===== src/xtt_pkg.sv =====
// Shared types and constants for the XML tag tokenizer.
package xtt_pkg;

   // Token kinds
   localparam logic [2:0] KIND_ELEMENT   = 3'd0;
   localparam logic [2:0] KIND_ATTR_NAME = 3'd1;
   localparam logic [2:0] KIND_ATTR_VAL  = 3'd2;
   localparam logic [2:0] KIND_TAG_END   = 3'd3;
   localparam logic [2:0] KIND_ERROR     = 3'd4;

   // Error codes
   localparam logic [2:0] ERR_NONE       = 3'd0;
   localparam logic [2:0] ERR_END        = 3'd1;
   localparam logic [2:0] ERR_LABEL      = 3'd2;
   localparam logic [2:0] ERR_INVALID    = 3'd3;
   localparam logic [2:0] ERR_STRING     = 3'd4;
   localparam logic [2:0] ERR_TOO_MANY   = 3'd5;

   // Tag forms
   localparam logic [1:0] FORM_OPEN      = 2'd0;
   localparam logic [1:0] FORM_CLOSE     = 2'd1;
   localparam logic [1:0] FORM_SELF      = 2'd2;

   localparam logic [7:0] MAX_PAIRS_RESET = 8'd15;
   localparam logic [7:0] WS_MAX          = 8'd32;
   localparam logic [7:0] PRINT_MAX       = 8'd126;

   localparam int RSP_DATA_BITS = 80;

   typedef enum logic [4:0] {
      PH_BETWEEN    = 5'd0,
      PH_AFTER_LT   = 5'd1,
      PH_DECL       = 5'd2,
      PH_BANG       = 5'd3,
      PH_BANG2      = 5'd4,
      PH_CBODY      = 5'd5,
      PH_CDASH      = 5'd6,
      PH_CEND       = 5'd7,
      PH_CLOSE_WS   = 5'd8,
      PH_NAME       = 5'd9,
      PH_CLOSE_END  = 5'd10,
      PH_AFTER_NAME = 5'd11,
      PH_ATTR_START = 5'd12,
      PH_ATTR_NAME  = 5'd13,
      PH_EQ_WS      = 5'd14,
      PH_VAL_WS     = 5'd15,
      PH_STRING     = 5'd16,
      PH_AFTER_VAL  = 5'd17,
      PH_SELF_WS    = 5'd18
   } phase_type;

   typedef struct packed {
      logic [7:0] text_byte;
      logic       end_of_text;
   } req_item_type;

   typedef struct packed {
      logic [2:0]         token_kind;
      logic [23:0]        token_start;
      logic [23:0]        token_length;
      logic signed [15:0] nesting_depth;
      logic [1:0]         tag_form;
      logic [7:0]         attribute_count;
      logic [2:0]         error_code;
      logic               last_of_run;
   } rsp_item_type;

endpackage


===== src/xtt_parser.sv =====
// Tag parser: phase register, counters and per-byte result logic.
module xtt_parser #(
   parameter int POSITION_BITS = 24,
   parameter int DEPTH_BITS    = 16
) (
   input  logic                  clock,
   input  logic                  reset,
   input  logic                  fire,
   input  xtt_pkg::req_item_type item,
   input  logic [7:0]            max_pairs,
   output xtt_pkg::rsp_item_type res0,
   output xtt_pkg::rsp_item_type res1,
   output logic [1:0]            res_count,
   output logic                  halted
);
   import xtt_pkg::*;

   localparam logic signed [DEPTH_BITS-1:0] DMAX = {1'b0, {(DEPTH_BITS-1){1'b1}}};
   localparam logic signed [DEPTH_BITS-1:0] DMIN = {1'b1, {(DEPTH_BITS-1){1'b0}}};

   phase_type                     phase_ff, phase_in, eff;
   logic [POSITION_BITS-1:0]      pos_ff, begin_ff, begin_in, span;
   logic signed [DEPTH_BITS-1:0]  depth_ff, depth_in;
   logic [7:0]                    pairs_ff, pairs_in;
   logic                          closing_ff, closing_in;
   logic                          halted_ff, halted_in;

   logic [7:0]   b;
   logic         eof, ws, lstart, lchar;
   logic         pre, do_fail, do_end, do_value;
   logic [2:0]   fail_code, pre_kind;
   logic [1:0]   form;
   rsp_item_type pre_res, main_res;
   logic         main_v;

   assign b      = item.text_byte;
   assign eof    = item.end_of_text | (b == 8'd0);
   assign ws     = !eof && (b <= WS_MAX);
   assign lstart = (b >= "a" && b <= "z") || (b >= "A" && b <= "Z") || b == "_";
   assign lchar  = lstart || (b >= "0" && b <= "9");
   assign span   = pos_ff - begin_ff;

   always_comb begin
      phase_in   = phase_ff;
      begin_in   = begin_ff;
      depth_in   = depth_ff;
      pairs_in   = pairs_ff;
      closing_in = closing_ff;
      halted_in  = halted_ff;
      eff        = phase_ff;
      pre        = 1'b0;
      pre_kind   = KIND_ELEMENT;
      do_fail    = 1'b0;
      do_end     = 1'b0;
      do_value   = 1'b0;
      fail_code  = ERR_NONE;
      form       = FORM_OPEN;

      if (eof) begin
         do_fail   = 1'b1;
         fail_code = (phase_ff >= PH_BANG && phase_ff <= PH_CEND) ? ERR_INVALID : ERR_END;
      end else begin
         // A name ends on the first non-label byte, which is then parsed again
         case (phase_ff)
            PH_NAME: begin
               if (!lchar) begin
                  pre      = 1'b1;
                  pre_kind = KIND_ELEMENT;
                  eff      = closing_ff ? PH_CLOSE_END : PH_AFTER_NAME;
               end
            end
            PH_ATTR_NAME: begin
               if (!lchar) begin
                  pre      = 1'b1;
                  pre_kind = KIND_ATTR_NAME;
                  eff      = PH_EQ_WS;
               end
            end
            PH_AFTER_VAL: begin
               if (!ws && b != "/" && b != ">") eff = PH_ATTR_START;
            end
            default: ;
         endcase
         phase_in = eff;

         unique case (eff)
            PH_AFTER_LT: begin
               if (!ws) begin
                  if (b == "?") phase_in = PH_DECL;
                  else if (b == "!") phase_in = PH_BANG;
                  else if (b == "/") begin
                     closing_in = 1'b1;
                     phase_in   = PH_CLOSE_WS;
                  end else if (lstart) begin
                     begin_in = pos_ff;
                     phase_in = PH_NAME;
                  end else begin
                     do_fail   = 1'b1;
                     fail_code = ERR_LABEL;
                  end
               end
            end
            PH_DECL: begin
               if (b == ">") phase_in = PH_BETWEEN;
            end
            PH_BANG, PH_BANG2: begin
               if (b == "-") phase_in = (eff == PH_BANG) ? PH_BANG2 : PH_CBODY;
               else begin
                  do_fail   = 1'b1;
                  fail_code = ERR_INVALID;
               end
            end
            PH_CBODY: begin
               if (b == "-") phase_in = PH_CDASH;
            end
            PH_CDASH: begin
               phase_in = (b == "-") ? PH_CEND : PH_CBODY;
            end
            PH_CEND: begin
               if (b == ">") phase_in = PH_BETWEEN;
               else begin
                  do_fail   = 1'b1;
                  fail_code = ERR_INVALID;
               end
            end
            PH_CLOSE_WS: begin
               if (!ws) begin
                  if (lstart) begin
                     begin_in = pos_ff;
                     phase_in = PH_NAME;
                  end else begin
                     do_fail   = 1'b1;
                     fail_code = ERR_LABEL;
                  end
               end
            end
            PH_NAME, PH_ATTR_NAME: ;
            PH_CLOSE_END: begin
               if (!ws) begin
                  if (b == ">") begin
                     do_end = 1'b1;
                     form   = FORM_CLOSE;
                  end else begin
                     do_fail   = 1'b1;
                     fail_code = ERR_INVALID;
                  end
               end
            end
            PH_AFTER_NAME: begin
               if (b == "/") phase_in = PH_SELF_WS;
               else if (b == ">") do_end = 1'b1;
               else if (ws) phase_in = PH_ATTR_START;
               else begin
                  do_fail   = 1'b1;
                  fail_code = ERR_LABEL;
               end
            end
            PH_ATTR_START: begin
               if (!ws) begin
                  if (!lstart) begin
                     do_fail   = 1'b1;
                     fail_code = ERR_LABEL;
                  end else if (pairs_ff >= max_pairs) begin
                     do_fail   = 1'b1;
                     fail_code = ERR_TOO_MANY;
                  end else begin
                     begin_in = pos_ff;
                     phase_in = PH_ATTR_NAME;
                  end
               end
            end
            PH_EQ_WS: begin
               if (!ws) begin
                  if (b == "=") phase_in = PH_VAL_WS;
                  else begin
                     do_fail   = 1'b1;
                     fail_code = ERR_INVALID;
                  end
               end
            end
            PH_VAL_WS: begin
               if (!ws) begin
                  if (b == "\"") begin
                     begin_in = pos_ff + 1'b1;
                     phase_in = PH_STRING;
                  end else begin
                     do_fail   = 1'b1;
                     fail_code = ERR_STRING;
                  end
               end
            end
            PH_STRING: begin
               if (b > PRINT_MAX) begin
                  do_fail   = 1'b1;
                  fail_code = ERR_INVALID;
               end else if (b == "\"") begin
                  do_value = 1'b1;
                  pairs_in = pairs_ff + 8'd1;
                  phase_in = PH_AFTER_VAL;
               end
            end
            PH_AFTER_VAL: begin
               if (b == "/") phase_in = PH_SELF_WS;
               else if (b == ">") do_end = 1'b1;
            end
            PH_SELF_WS: begin
               if (!ws) begin
                  if (b == ">") begin
                     do_end = 1'b1;
                     form   = FORM_SELF;
                  end else begin
                     do_fail   = 1'b1;
                     fail_code = ERR_INVALID;
                  end
               end
            end
            default: begin
               // between tags
               if (ws) phase_in = PH_BETWEEN;
               else if (b == "<") begin
                  closing_in = 1'b0;
                  pairs_in   = 8'd0;
                  phase_in   = PH_AFTER_LT;
               end else begin
                  do_fail   = 1'b1;
                  fail_code = ERR_INVALID;
               end
            end
         endcase
      end

      if (do_end) begin
         if (form == FORM_OPEN && depth_ff != DMAX) depth_in = depth_ff + 1'b1;
         else if (form == FORM_CLOSE && depth_ff != DMIN) depth_in = depth_ff - 1'b1;
         phase_in   = PH_BETWEEN;
         pairs_in   = 8'd0;
         closing_in = 1'b0;
      end
      if (do_fail) halted_in = 1'b1;
   end

   always_comb begin
      pre_res              = '0;
      pre_res.token_kind   = pre_kind;
      pre_res.token_start  = 24'(begin_ff);
      pre_res.token_length = 24'(span);

      main_res = '0;
      main_v   = do_fail | do_end | do_value;
      if (do_fail) begin
         main_res.token_kind  = KIND_ERROR;
         main_res.token_start = 24'(pos_ff);
         main_res.error_code  = fail_code;
      end else if (do_end) begin
         main_res.token_kind      = KIND_TAG_END;
         main_res.token_start     = 24'(pos_ff);
         main_res.token_length    = 24'd1;
         main_res.nesting_depth   = 16'(depth_in);
         main_res.tag_form        = form;
         main_res.attribute_count = pairs_ff;
      end else begin
         main_res.token_kind   = KIND_ATTR_VAL;
         main_res.token_start  = 24'(begin_ff);
         main_res.token_length = 24'(span);
      end
      main_res.last_of_run = 1'b1;

      res0             = pre ? pre_res : main_res;
      res0.last_of_run = !(pre && main_v);
      res1             = main_res;
      res_count        = (fire && !halted_ff) ? ({1'b0, pre} + {1'b0, main_v}) : 2'd0;
   end

   always_ff @(posedge clock) begin
      if (reset) begin
         phase_ff   <= PH_BETWEEN;
         pos_ff     <= '0;
         begin_ff   <= '0;
         depth_ff   <= '0;
         pairs_ff   <= '0;
         closing_ff <= 1'b0;
         halted_ff  <= 1'b0;
      end else if (fire && !halted_ff) begin
         phase_ff   <= phase_in;
         pos_ff     <= pos_ff + 1'b1;
         begin_ff   <= begin_in;
         depth_ff   <= depth_in;
         pairs_ff   <= pairs_in;
         closing_ff <= closing_in;
         halted_ff  <= halted_in;
      end
   end

   assign halted = halted_ff;

endmodule


===== src/xtt_rsp_fifo.sv =====
// Four-entry result queue taking up to two items per cycle.
module xtt_rsp_fifo (
   input  logic                  clock,
   input  logic                  reset,
   input  logic [1:0]            push_count,
   input  xtt_pkg::rsp_item_type push0,
   input  xtt_pkg::rsp_item_type push1,
   output logic                  room,
   output logic [2:0]            level,
   output logic                  out_valid,
   input  logic                  out_ready,
   output xtt_pkg::rsp_item_type out_item
);
   import xtt_pkg::*;

   rsp_item_type mem_ff [4];
   logic [1:0]   wr_ptr_ff, rd_ptr_ff;
   logic [2:0]   level_ff, level_in;
   logic         pop;

   assign pop       = out_valid && out_ready;
   assign out_valid = level_ff != 3'd0;
   assign out_item  = mem_ff[rd_ptr_ff];
   assign room      = level_ff <= 3'd2;
   assign level     = level_ff;
   assign level_in  = level_ff + {1'b0, push_count} - {2'b00, pop};

   always_ff @(posedge clock) begin
      if (push_count != 2'd0) mem_ff[wr_ptr_ff] <= push0;
      if (push_count == 2'd2) mem_ff[wr_ptr_ff + 2'd1] <= push1;
   end

   always_ff @(posedge clock) begin
      if (reset) begin
         wr_ptr_ff <= '0;
         rd_ptr_ff <= '0;
         level_ff  <= '0;
      end else begin
         wr_ptr_ff <= wr_ptr_ff + push_count;
         rd_ptr_ff <= rd_ptr_ff + {1'b0, pop};
         level_ff  <= level_in;
      end
   end

endmodule


===== src/xml_tag_tokenizer.sv =====
// Top level of the XML tag tokenizer: input register, parser, result queue.
// A byte accepted into the input register is parsed from there, and its results are written
//   into the result queue, whose head drives rsp_.
// Throughput: one byte per cycle. The input stalls only while the result queue holds three
//   or more items, which runs of two-result bytes or rsp_ stalls can cause.
// Reset (synchronous, active high) returns the parser to between tags, position 0.
module xml_tag_tokenizer #(
   parameter int POSITION_BITS = 24,
   parameter int DEPTH_BITS    = 16
) (
   input  logic        clock,
   input  logic        reset,
   // Input channel
   input  logic        req_tvalid,
   output logic        req_tready,
   input  logic [7:0]  req_tdata,   // [7:0] text_byte
   input  logic        req_tlast,   // end_of_text
   // Result channel
   output logic        rsp_tvalid,
   input  logic        rsp_tready,
   output logic [xtt_pkg::RSP_DATA_BITS-1:0] rsp_tdata,
                                    // [23:0] token_start, [47:24] token_length,
                                    // [63:48] nesting_depth, [65:64] tag_form,
                                    // [73:66] attribute_count, [76:74] error_code
   output logic [2:0]  rsp_tuser,   // [2:0] token_kind
   output logic        rsp_tlast,   // last_of_run
   // Register write: max_attribute_pairs
   input  logic        csr_wen,
   input  logic [7:0]  csr_wdata
);
   import xtt_pkg::*;

   logic          in_valid_ff;
   req_item_type  in_item_ff;
   logic [7:0]    max_pairs_ff;
   logic          fire, room, halted;
   logic [2:0]    level;
   logic [1:0]    res_count;
   rsp_item_type  res0, res1, out_item;

   // The parser consumes the held byte whenever the queue has room for
   // the worst case of two results.
   assign fire       = in_valid_ff && room;
   assign req_tready = !in_valid_ff || fire;

   always_ff @(posedge clock) begin
      if (reset) begin
         in_valid_ff <= 1'b0;
      end else if (req_tready) begin
         in_valid_ff <= req_tvalid;
      end
   end

   always_ff @(posedge clock) begin
      if (req_tready && req_tvalid) begin
         in_item_ff.text_byte   <= req_tdata;
         in_item_ff.end_of_text <= req_tlast;
      end
   end

   // Attribute limit, to be written only while idle; the block itself does not enforce this
   always_ff @(posedge clock) begin
      if (reset) begin
         max_pairs_ff <= MAX_PAIRS_RESET;
      end else if (csr_wen) begin
         max_pairs_ff <= csr_wdata;
      end
   end

   xtt_parser #(
      .POSITION_BITS (POSITION_BITS),
      .DEPTH_BITS    (DEPTH_BITS)
   ) u_parser (
      .clock     (clock),
      .reset     (reset),
      .fire      (fire),
      .item      (in_item_ff),
      .max_pairs (max_pairs_ff),
      .res0      (res0),
      .res1      (res1),
      .res_count (res_count),
      .halted    (halted)
   );

   xtt_rsp_fifo u_fifo (
      .clock      (clock),
      .reset      (reset),
      .push_count (res_count),
      .push0      (res0),
      .push1      (res1),
      .room       (room),
      .level      (level),
      .out_valid  (rsp_tvalid),
      .out_ready  (rsp_tready),
      .out_item   (out_item)
   );

   assign rsp_tdata = {3'b000, out_item.error_code, out_item.attribute_count,
                       out_item.tag_form, out_item.nesting_depth,
                       out_item.token_length, out_item.token_start};
   assign rsp_tuser = out_item.token_kind;
   assign rsp_tlast = out_item.last_of_run;

   // Results are only pushed when the queue can take both
   a_push_room: assert property (@(posedge clock) disable iff (reset)
      (res_count != 2'd0) |-> (level <= 3'd2))
      else $error("result push without queue room");

   // A two-result byte always leads with a name token
   a_pair_order: assert property (@(posedge clock) disable iff (reset)
      (res_count == 2'd2) |->
      (res0.token_kind == KIND_ELEMENT || res0.token_kind == KIND_ATTR_NAME))
      else $error("two results without a leading name");

   // Once halted, the parser produces nothing more
   a_halt_quiet: assert property (@(posedge clock) disable iff (reset)
      halted |-> (res_count == 2'd0))
      else $error("results after halt");

   // An error is always the final result of its byte
   a_err_last: assert property (@(posedge clock) disable iff (reset)
      (rsp_tvalid && rsp_tuser == KIND_ERROR) |-> rsp_tlast)
      else $error("error result not last of run");

endmodule

===== config.mk =====
export PLATFORM = sky130hd
export DESIGN_NAME = xml_tag_tokenizer
export DESIGN_NICKNAME = d
export VERILOG_FILES = /design/src/xtt_pkg.sv /design/src/xtt_parser.sv /design/src/xtt_rsp_fifo.sv /design/src/xml_tag_tokenizer.sv
export SDC_FILE = /design/constraint.sdc
export NUM_CORES = 1
export LEC_CHECK = 0
export BUFFER_PORTS_ARGS = -buffer_cell sky130_fd_sc_hd__buf_4
export CAP_MARGIN = 10
export CORE_MARGIN = 2
export CORE_UTILIZATION = 30
export DETAILED_ROUTE_END_ITERATION = 6
export PLACE_DENSITY_LB_ADDON = 0.12
export SLEW_MARGIN = 25
export SYNTH_ARGS = -nofsm -noshare
export SYNTH_HDL_FRONTEND = slang
export SYNTH_SLANG_ARGS = --single-unit

===== constraint.sdc =====
create_clock -name clock -period 10.05 [get_ports clock]
set_clock_uncertainty 0.15 [all_clocks]
set_input_delay 1.5075 -clock clock [delete_from_list [all_inputs] [get_ports clock]]
set_output_delay 1.5075 -clock clock [all_outputs]
set_load 0.01 [all_outputs]

Yosys cells after proc, flatten, opt, wreduce, memory -nomap -nowiden. Memories as Yosys holds them, arrays and structs flattened. A register that Yosys moved wholly into a read port is not among the register bits. Cells that the tools add are included. Widths: inputs -> output; s select.

Register bits after elaboration: 104. RAM bits: 324. Bits of input ports: 22. Output and inout port bits: 86. Word-level logic and storage cells: 290. Memories kept: 1.

Memories: u_fifo.mem_ff (words 4, width 81, rd ports 1, clocked after Yosys merged registers in 1, write ports 2, line xtt_rsp_fifo.sv:16) `rsp_item_type mem_ff [4];`.

Add/sub/neg operators: 11. Magnitude comparators: 12. Equality and inequality tests: 56. Multiplexer cells: 148. Bitwise logic cells: 4. Reduce and logical (&&, ||, !) cells: 44.

Operator list (count): $mux 24 (11); $mux 5 (30); $pmux 24 s4 (1); $mux 81 (1); $pmux 5 s13 (1); $eq 8x6->1 const B (8); $mux 3 (18); $eq 5x4->1 const B (10); $mux 1 (50); $mux 50 (1); $mux 49 (1); $mux 16 (3); $mux 8 (6); $reduce_or 17->1 (2); $pmux 3 s11 (1); $mux 2 (16); $ne 16x16->1 const B (2); $mux 27 (1); $mux 26 (1); $add 24x1->24 const B (1); $sub 24x24->24 (1); $eq 5x3->1 const B (4); $eq 5x5->1 const B (4); $ne 2x2->1 const B (10); 50 further kinds (91).

Longest topological paths before layout. Gate-level depths: netlist (run 1).

Depth after elaboration: 21. Depth in mapped cells: 19.

Modules after synthesis. A second synthesis (run 1) with hierarchy kept.

Cells, all modules: 2144. Area total of the unflattened synthesis: 25600.8 um2.

By module, submodules not included: xtt_rsp_fifo (times used 1, cells each 830, area each 16166.8 um2, seq. area each 9869.5 um2); xtt_parser (times used 1, cells each 1269, area each 8790.9 um2, seq. area each 1581.5 um2); xml_tag_tokenizer (times used 1, cells each 45, area each 643.1 um2, seq. area each 450.4 um2).

Worst setup path before layout (run 1). No wires, ideal clock.

Kind: register -> register. Start point: reg in_item_ff[5] (netlist bit). End point: mem u_fifo.mem_ff[3][53] (netlist bit) (data pin). Setup time: 0.140 ns. Arrival time: 8.198 ns. Data required time: 9.760 ns. Slack: 1.562 ns. Cell stages (with the launch flop): 17. Buffers on the path: 4. Clock period less this slack: 8.488 ns. Cells stage by stage: edfxtp_1 > buf_2 > or3_1 > o21ai_2 > o211ai_2 > a31o_1 > buf_2 > o41ai_4 > nand3_1 > or3_1 > ha_1 > or2_2 > clkbuf_1 > o21ai_1 > a21oi_1 > buf_2 > nor2_1.

RTL lines: start: declaration (line xml_tag_tokenizer.sv:34) `req_item_type in_item_ff;`; end: declaration (line xtt_rsp_fifo.sv:16).

==> results of run 1 <==
through the flow:
step                cells  hold slack, ns  setup WS [ns]  total power, mW  utilization [%]
detailed placement   2912           0.299           3.21             3.06             32.8
CTS                  3006           0.313           3.16             4.94             35.1
finish               3006           0.311           3.26             4.84             35.1
global route         3006           0.332           2.81             5.06             35.1
global placement     2912           0.289           3.28             3.06             32.8
floorplan            1937           0.281           1.56             2.62                -
cells in the mapped netlist, drive strengths merged, types with 9 or more instances:
cell | number | area share (%)
nor2 | 345 | 5.9
edfxtp | 329 | 45
dfxtp | 99 | 8.9
a22o | 96 | 3.8
nand2 | 94 | 1.6
mux4 | 81 | 8.2
o21ai | 80 | 1.8
a21oi | 71 | 1.6
clkbuf | 64 | 1.1
buf | 63 | 1.5
inv | 59 | 1.0
xnor2 | 50 | 2.0
xor2 | 46 | 1.8
and2 | 44 | 1.2
nand3 | 43 | 0.97
ha | 42 | 2.4
a211oi | 32 | 1.1
nor3 | 30 | 0.72
or3 | 21 | 0.59
nor2b | 19 | 0.54
and3 | 17 | 0.48
nand2b | 16 | 0.45
a21o | 15 | 0.58
a31oi | 14 | 0.40
nand4 | 13 | 0.37
o211ai | 13 | 0.49
or2 | 12 | 0.34
o22ai | 9 | 0.25
cell type report:
type                            instances  area share (%)
Sequential cell                       428            46.3
Multi-Input combinational cell       1323            37.5
Clock inverter                         25            1.01
Timing Repair Buffer                  143            4.19
Clock buffer                           69            5.47
Inverter                               59           0.864
Tap cell                              959            4.68
registers in the layout (all words and copies together) (netlist names):
name and flops:
u_parser.halted 1, u_parser.depth_ff 16, max_pairs_ff 8, u_parser.phase_ff 5, u_fifo.wr_ptr_ff 2, u_fifo.mem_ff 324, u_fifo.level 3, u_parser.pos_ff 24
u_parser.pairs_ff 8, u_parser.begin_ff 24, in_valid_ff 1, in_item_ff 9, u_parser.closing_ff 1, u_fifo.rd_ptr_ff 2
kinds of logic after synthesis:
logic type                 synth area share [%]
and+or+nand+nor                            14.4
other                                    0.0169
xor gates and xnor gates                   3.79
buffers and inverters                      3.57
AOI/OAI and AO/OA                          13.4
muxes                                      8.69
DFF                                        53.5
adders and majority gates                  2.55
power breakdown:
group          total, mW  leakage, nW  internal (mW)  switching (mW)
logic              0.937         3.64          0.444           0.493
registers           2.06         3.98           1.98          0.0803
clock network       1.85        0.810           1.10           0.747
final timing paths:
kind / start / end / slack, ns / cells past startpoint
setup / recovery: in_item_ff[2] / u_fifo.mem_ff[1][26] / 3.26 / 13
hold / removal: u_fifo.mem_ff[2][0] / u_fifo.mem_ff[2][0] / 0.31 / 1
hold reg to reg: u_fifo.mem_ff[2][0] / u_fifo.mem_ff[2][0] / 0.31 / 1
setup reg to reg: in_item_ff[2] / u_fifo.mem_ff[1][26] / 3.26 / 13
routing by layer:
metal	track usage (%)	wire, um
met4	5.57	1990
met5	0	0
met3	2.78	3160
met1	22.9	29100
met2	30.7	33800
worst max-delay path, stage by stage (launching register included):
cell and delay (ns):
edfxtp_1 0.52, or4_4 0.62, o32a_1 0.35, o211ai_2 0.23, a31o_1 0.76, o221ai_1 0.34, a31oi_1 0.26, nand3_1 0.22
or3_1 0.44, ha_1 0.34, or2_2 0.42, nor3_1 0.36, nand2b_4 0.81, buf_4 0.56
==> run metrics, run 1 <==
crit end category=register; Via density=5.22; Core Rows=99; Post-synth top flop=edfxtp_1; H-tree Lvls=2; Tmin final=6.79 ns; CTS tree=yes; clock sink total=428; Post-synth EDFFs=329; DRT Pass-1 Iters=7; Total Wirelength=68100 um; final setup vio count=0; post-synthesis sequential area ratio=53.5%; IO buf count=104; Hold WC Path Type=register to register; worst-margin pin slew=0.962 ns; post-CTS setup buffer count=0; post-CTS resize count=0; Final Hold Viols=0; DRC=7; Synth async-reset ratio=0%; fmax=147 MHz; Final HPWL DP=44200 um; Yosys reg bits=428; Multi-input gate area=9620 um^2; layout cells sized above 1=17.6%; RSZ-0062 raised after global routing=false; Placed Instance Area=24000 um^2; number of global-route vias before repair=15800; Crit Path Class=register to register; Max Slew Vio Count=0; Root Driver=clkbuf_16; die height=276 um; violated checks=DRC; power density cells=189 nW/um^2; leakage power total=8.43 nW; FF/Latch Area=11900 um^2; commonest cells after routing, fill and taps aside=nor2_1 (339), edfxtp_1 (329), buf_4 (143), dfxtp_1 (97), a22o_1 (96); Cells after Synth=1935; first-pass GRT wire length=102000 um; Final nets=2072; Die Footprint=76100 um^2; wire length per cell=22.7 um; Hold Buf Count CTS=0; fin crit share=67.6%; core area=73100 um^2; fin area=25600 um^2; Initial Utilization=30.3%; largest net degree at the start of global routing=56; crit path launch type=register; maximum clock insertion buffer count=3; Skew-Pair Late Insertion Delay=0.60 ns; Detail Route Antenna Nets=0; post-synth cell types=95; commonest non-fill, non-tap cell in the layout=nor2_1; status=complete, but fails checks; GRT Util Overall=17.8%; Worst slew margin=35.3%; I/O Pins=108; Fin Setup TNS=0 ns; placer congestion estimate=0.860; Synth Cell Area=22200 um^2; Initial DRC Count=1077; syn_area_per_cell=11.5 um^2; grt total ovfl=0; initial antenna violation count=0; Vias=15700; crit path max fanout=55; VDD IR-drop max=0.000110 V; P&R area growth vs syn=15.7%; clock buffer count from CTS=51; CTS clk-pin slew, worst paths=0.06 ns; # Max-Cap Violations=0; n_diodes=0; synthesis warning total=0; Die Span X=276 um; Crit path arrival time=6.87 ns; worst endpoint required time=10.13 ns; fillers=7270
(Power assumes the default switching activity.)
==> run 2, diff against run 1 <==
Settings changed: ABC_AREA set to 1.
Clock period 10.05 ns to 5.5 ns, I/O delays scaled along.
==> run metrics, run 2 <==
status=complete, no violations; Core Rows=104; Root Driver=clkbuf_16; Die Span X=289 um; DRC=0; initial antenna violation count=1; fillers=8433; DRT Pass-1 Iters=6; placer congestion estimate=0.884; syn_area_per_cell=7.94 um^2; top-count cell post-synth=nand2_1; biggest regs=u_fifo.mem_ff (324), u_parser.begin_ff (24), u_parser.pos_ff (24); post-synth cell types=52; Largest register FFs=324; worst slack at placement=0.253 ns; Skew-Pair Late Insertion Delay=0.62 ns; Fin Setup TNS=0 ns; Max Slew Vio Count=0; VDD IR-drop max=0.000263 V; Yosys reg bits=428; Multi-input gate area=11000 um^2; commonest non-fill, non-tap cell in the layout=nand2_1; worst endpoint required time=5.60 ns; FF/Latch Area=11900 um^2; I/O Pins=108; IO buf count=104; layout cells sized above 1=9.65%; crit path max fanout=23; # Max-Cap Violations=0; crit end category=register; wire length per cell=21.2 um; core area=80500 um^2; P&R area growth vs syn=15.2%; CP max stage cell=edfxtp_1; Biggest register=u_fifo.mem_ff; CTS tree=yes; synth cell count leaders=nand2_1 (582), nor2_1 (514), nand3_1 (352), edfxtp_1 (329), o21ai_0 (288); Total Wirelength=89800 um; synthesis warning total=0; CTS clk-pin slew, worst paths=0.05 ns; n_diodes=0; Post-synth EDFFs=329; GRT Util Overall=21.3%; post-CTS resize count=0; Vias=21900; Final HPWL DP=59000 um; crit path launch type=register; fin crit share=92.9%; die height=289 um; clock buffer count from CTS=53; fmax=196 MHz; Final Hold Viols=0; Worst slew margin=39.9%; slowest stage delay, CP=0.45 ns; power density cells=387 nW/um^2; grt total ovfl=0; largest net degree at the start of global routing=88; share of Yosys cell area claimed by the top area cell type=40.4%; maximum clock insertion buffer count=3; Initial DRC Count=1581; H-tree Lvls=2; clock sink total=428; worst-margin pin slew=0.901 ns; Detail Route Antenna Nets=0; Initial Utilization=30.4%; Crit path max-delay family=simple AND/OR/NAND/NOR gates; worst setup margin=0.390 ns; Die Footprint=83800 um^2; number of global-route vias before repair=21300; Tmin final=5.11 ns; Hold WC Path Type=primary input to register; Synth Cell Area=24500 um^2; Cells after Synth=3079; Synth async-reset ratio=0%; first-pass GRT wire length=135000 um; Final nets=3203; commonest cells after routing, fill and taps aside=nand2_1 (578), nor2_1 (511), nand3_1 (351), edfxtp_1 (329), o21ai_0 (288); Crit path arrival time=5.21 ns; final setup vio count=0; Via density=5.17; post-CTS setup buffer count=0; post-synthesis sequential area ratio=48.5%; RSZ-0062 raised after global routing=false; Crit Path Class=register to register; Hold Buf Count CTS=0; cell mode on critical path=nand2_1; Yosys top cell by area=edfxtp_1; leakage power total=11.2 nW; power after layout=10.9 mW; crit path buf inv count=7; Post-synth top flop=edfxtp_1; Synth area leaders=edfxtp_1 (40%), nand2_1 (8.9%), dfxtp_1 (8.1%), nor2_1 (7.9%), nand3_1 (7.2%)
run 2: cell types whose count changed after synthesis, sizes merged, moves of 55 or more:
cell   change
o21ai    +216
a21oi     +55
nor2     +178
mux4      -81
inv      +194
nand2    +500
nand3    +318
a22o      -96
o22ai     +77
run 2: metrics by stage:
stage	utilization [%]	instances	instance area, um^2	hold slack, ns
CTS	34.9	4242	28100	0.205
global route	35.0	4242	28200	0.197
finish	35.0	4242	28200	0.238
detailed placement	32.7	4142	26400	0.309
global placement	32.7	4142	26400	0.310
floorplan	-	3081	24500	0.285
run 2: routing by layer:
metal	part of all wire, %	global-route usage [%]
met1	47	29.8
met2	46	34.8
met3	5.4	3.09
met4	1.8	4.70
met5	0	0
run 2: report_power, final:
group | switching, mW | total (mW) | leakage [nW] | internal (mW)
logic | 2.34 | 3.43 | 6.72 | 1.09
registers | 0.245 | 3.94 | 3.65 | 3.70
clock network | 1.47 | 3.54 | 0.841 | 2.07
total | 4.05 | 10.9 | 11.2 | 6.86
run 2: cell families after synthesis:
group                    after synthesis  synth area share [%]
adder cells (fa/ha/maj)               44                  2.31
XOR/XNOR                              71                  2.54
AO/OA/AOI/OAI                        562                  12.6
flip-flops                           428                  48.5
buffers and inverters                422                  7.03
AND/OR/NAND/NOR                     1551                  27.0
other                                  1                0.0153
run 2: final cells by class:
type	count	share of cell area [%]
Clock buffer	74	5.09
Clock inverter	26	1.12
Inverter	260	3.49
Multi-Input combinational cell	2231	38.9
Sequential cell	428	42.1
Tap cell	1060	4.71
Timing Repair Buffer	163	4.57
run 2: worst register-to-register path: stages (launching register included):
cell      delay (ns)
edfxtp_1        0.45
inv_2           0.12
nand2_1         0.08
nor2_1          0.14
nand2_1         0.07
nand2_1         0.07
nand2_1         0.05
nand2_1         0.18
nand2_1         0.14
inv_1           0.23
o21ai_0         0.24
nand3_2         0.21
nand3_1         0.23
nor2_1          0.24
nand3_1         0.16
nand3_4         0.12
nor2_4          0.05
o21ai_0         0.08
ha_1            0.21
inv_1           0.07
nor2_2          0.21
inv_1           0.12
nor2_1          0.24
inv_1           0.09
nor2_2          0.11
inv_1           0.10
nand2_4         0.13
buf_4           0.45
run 2: worst paths after layout:
check / from / end / slack, ns / depth (start not counted)
min reg2reg: max_pairs_ff[5] / max_pairs_ff[5] / 0.31 / 2
max: in_item_ff[8] / u_fifo.mem_ff[0][4] / 0.39 / 27
max reg2reg: in_item_ff[8] / u_fifo.mem_ff[0][4] / 0.39 / 27
min: req_tdata[6] / in_item_ff[7] / 0.24 / 1
==> run 3, diff against run 2 <==
Settings changed: PLACE_DENSITY_LB_ADDON 0.12 to 0.3, SLEW_MARGIN 25 to 20.
==> run metrics, run 3 (synthesized netlist as in run 2, its figures left out) <==
final setup vio count=0; initial antenna violation count=0; Detail Route Antenna Nets=0; Levels on crit path=30; crit path max fanout=15; Final HPWL DP=52700 um; Worst slew margin=26.7%; fin crit share=90.0%; Via density=5.18; Root Driver=clkbuf_16; Skew-Pair Late Insertion Delay=0.61 ns; DRT Pass-1 Iters=5; Vias=21900; Finished Layout Cells=4221; Fin Setup TNS=0 ns; Max Slew Vio Count=0; placer congestion estimate=0.959; IO buf count=104; Biggest register=u_fifo.mem_ff; status=complete, no violations; P&R area growth vs syn=13.9%; worst endpoint required time=5.78 ns; Hold WC Path Type=primary input to register; maximum clock insertion buffer count=3; leakage power total=11.1 nW; layout cells sized above 1=9.02%; crit path buf inv count=7; number of global-route vias before repair=20600; Total Wirelength=82600 um; biggest regs=u_fifo.mem_ff (324), u_parser.begin_ff (24), u_parser.pos_ff (24); RSZ-0062 raised after global routing=false; fillers=8479; H-tree Lvls=2; clock sink total=428; n_diodes=0; worst-margin pin slew=1.10 ns; Crit Path Class=register to register; Placed Cells=4131; Largest register FFs=324; Initial Utilization=30.4%; Core Rows=104; crit path launch type=register; power density cells=372 nW/um^2; Hold Buf Count CTS=0; largest net degree at the start of global routing=99; CTS tree=yes; VDD IR-drop max=0.000211 V; first-pass GRT wire length=126000 um; Crit path arrival time=5.24 ns; Die Footprint=83800 um^2; I/O Pins=108; power after layout=10.4 mW; CP max stage cell=edfxtp_1; clock buffer count from CTS=47; commonest non-fill, non-tap cell in the layout=nand2_1; Tmin final=4.95 ns; Worst Hold Path Cells=1; grt total ovfl=0; Die Span X=289 um; wire length per cell=19.6 um; Initial DRC Count=1995; fmax=202 MHz; slowest stage delay, CP=0.44 ns; Placed Instance Area=26300 um^2; cell mode on critical path=nand2_1; core area=80500 um^2; commonest cells after routing, fill and taps aside=nand2_1 (578), nor2_1 (511), nand3_1 (351), edfxtp_1 (329), o21ai_0 (288); Crit path max-delay family=simple AND/OR/NAND/NOR gates; DRC=0; # Max-Cap Violations=0; Final Hold Viols=0; crit end category=register; Final nets=3189; GRT Util Overall=19.4%; fin area=27800 um^2; CTS clk-pin slew, worst paths=0.06 ns; die height=289 um; Worst R2R Path Depth=30
-- run 3: changes by cell type in the layout (fill, tap and decap cells not counted), sizes merged --
cell | previous run | this run
clkbuf | 74 | 65
buf | 163 | 155
bufinv | 5 | 3
clkinv | 21 | 19
-- run 3: stage by stage --
stage               hold slack [ns]  setup WS, ns  util, %
finish                        0.262         0.549     34.6
global placement              0.313         0.506     32.7
floorplan                     0.285         0.114        -
global route                  0.238        0.0543     34.6
CTS                           0.231         0.407     34.5
detailed placement            0.312         0.411     32.7
-- run 3: final timing paths --
kind,from,end,slack (ns)
min,req_tdata[1],in_item_ff[2],0.26
min reg2reg,max_pairs_ff[5],max_pairs_ff[5],0.32
max reg2reg,in_item_ff[8],u_fifo.mem_ff[0][2],0.55
max,in_item_ff[8],u_fifo.mem_ff[0][2],0.55
-- run 3: cell type report --
class / count / area, um^2 / share of cell area, %
Clock buffer: 65 / 1250 / 4.50
Inverter: 260 / 981 / 3.52
Timing Repair Buffer: 155 / 1240 / 4.45
Multi-Input combinational cell: 2231 / 11000 / 39.3
Sequential cell: 428 / 11900 / 42.6
Tap cell: 1060 / 1330 / 4.76
Clock inverter: 22 / 230 / 0.827
-- run 3: routing by layer --
layer / vias up / share of wire, % / global-route usage, %
li1: 10500 / - / -
met1: 10500 / 44 / 26.1
met2: 695 / 47 / 32.4
met3: 132 / 5.9 / 2.60
met4: 0 / 2.6 / 5.80
met5: - / 0 / 0
-- run 3: power breakdown --
part	internal, mW	switching (mW)
clock	1.75	1.36
combinational	1.09	2.24
sequential	3.70	0.236
total	6.53	3.84
-- run 3: timing repair --
action	4_1_cts	5_1_grt
buffers inserted	0	3
setup endpoints to repair	0	312
gates resized for setup	0	6
-- run 3: worst register-to-register path: cells and delay by family (launching register included) --
kind	cells	cell delay [ns]
compound gates	2	0.25
buf+inv	7	0.82
simple gates	20	2.94
fa+ha+maj	1	0.19
flops	1	0.44
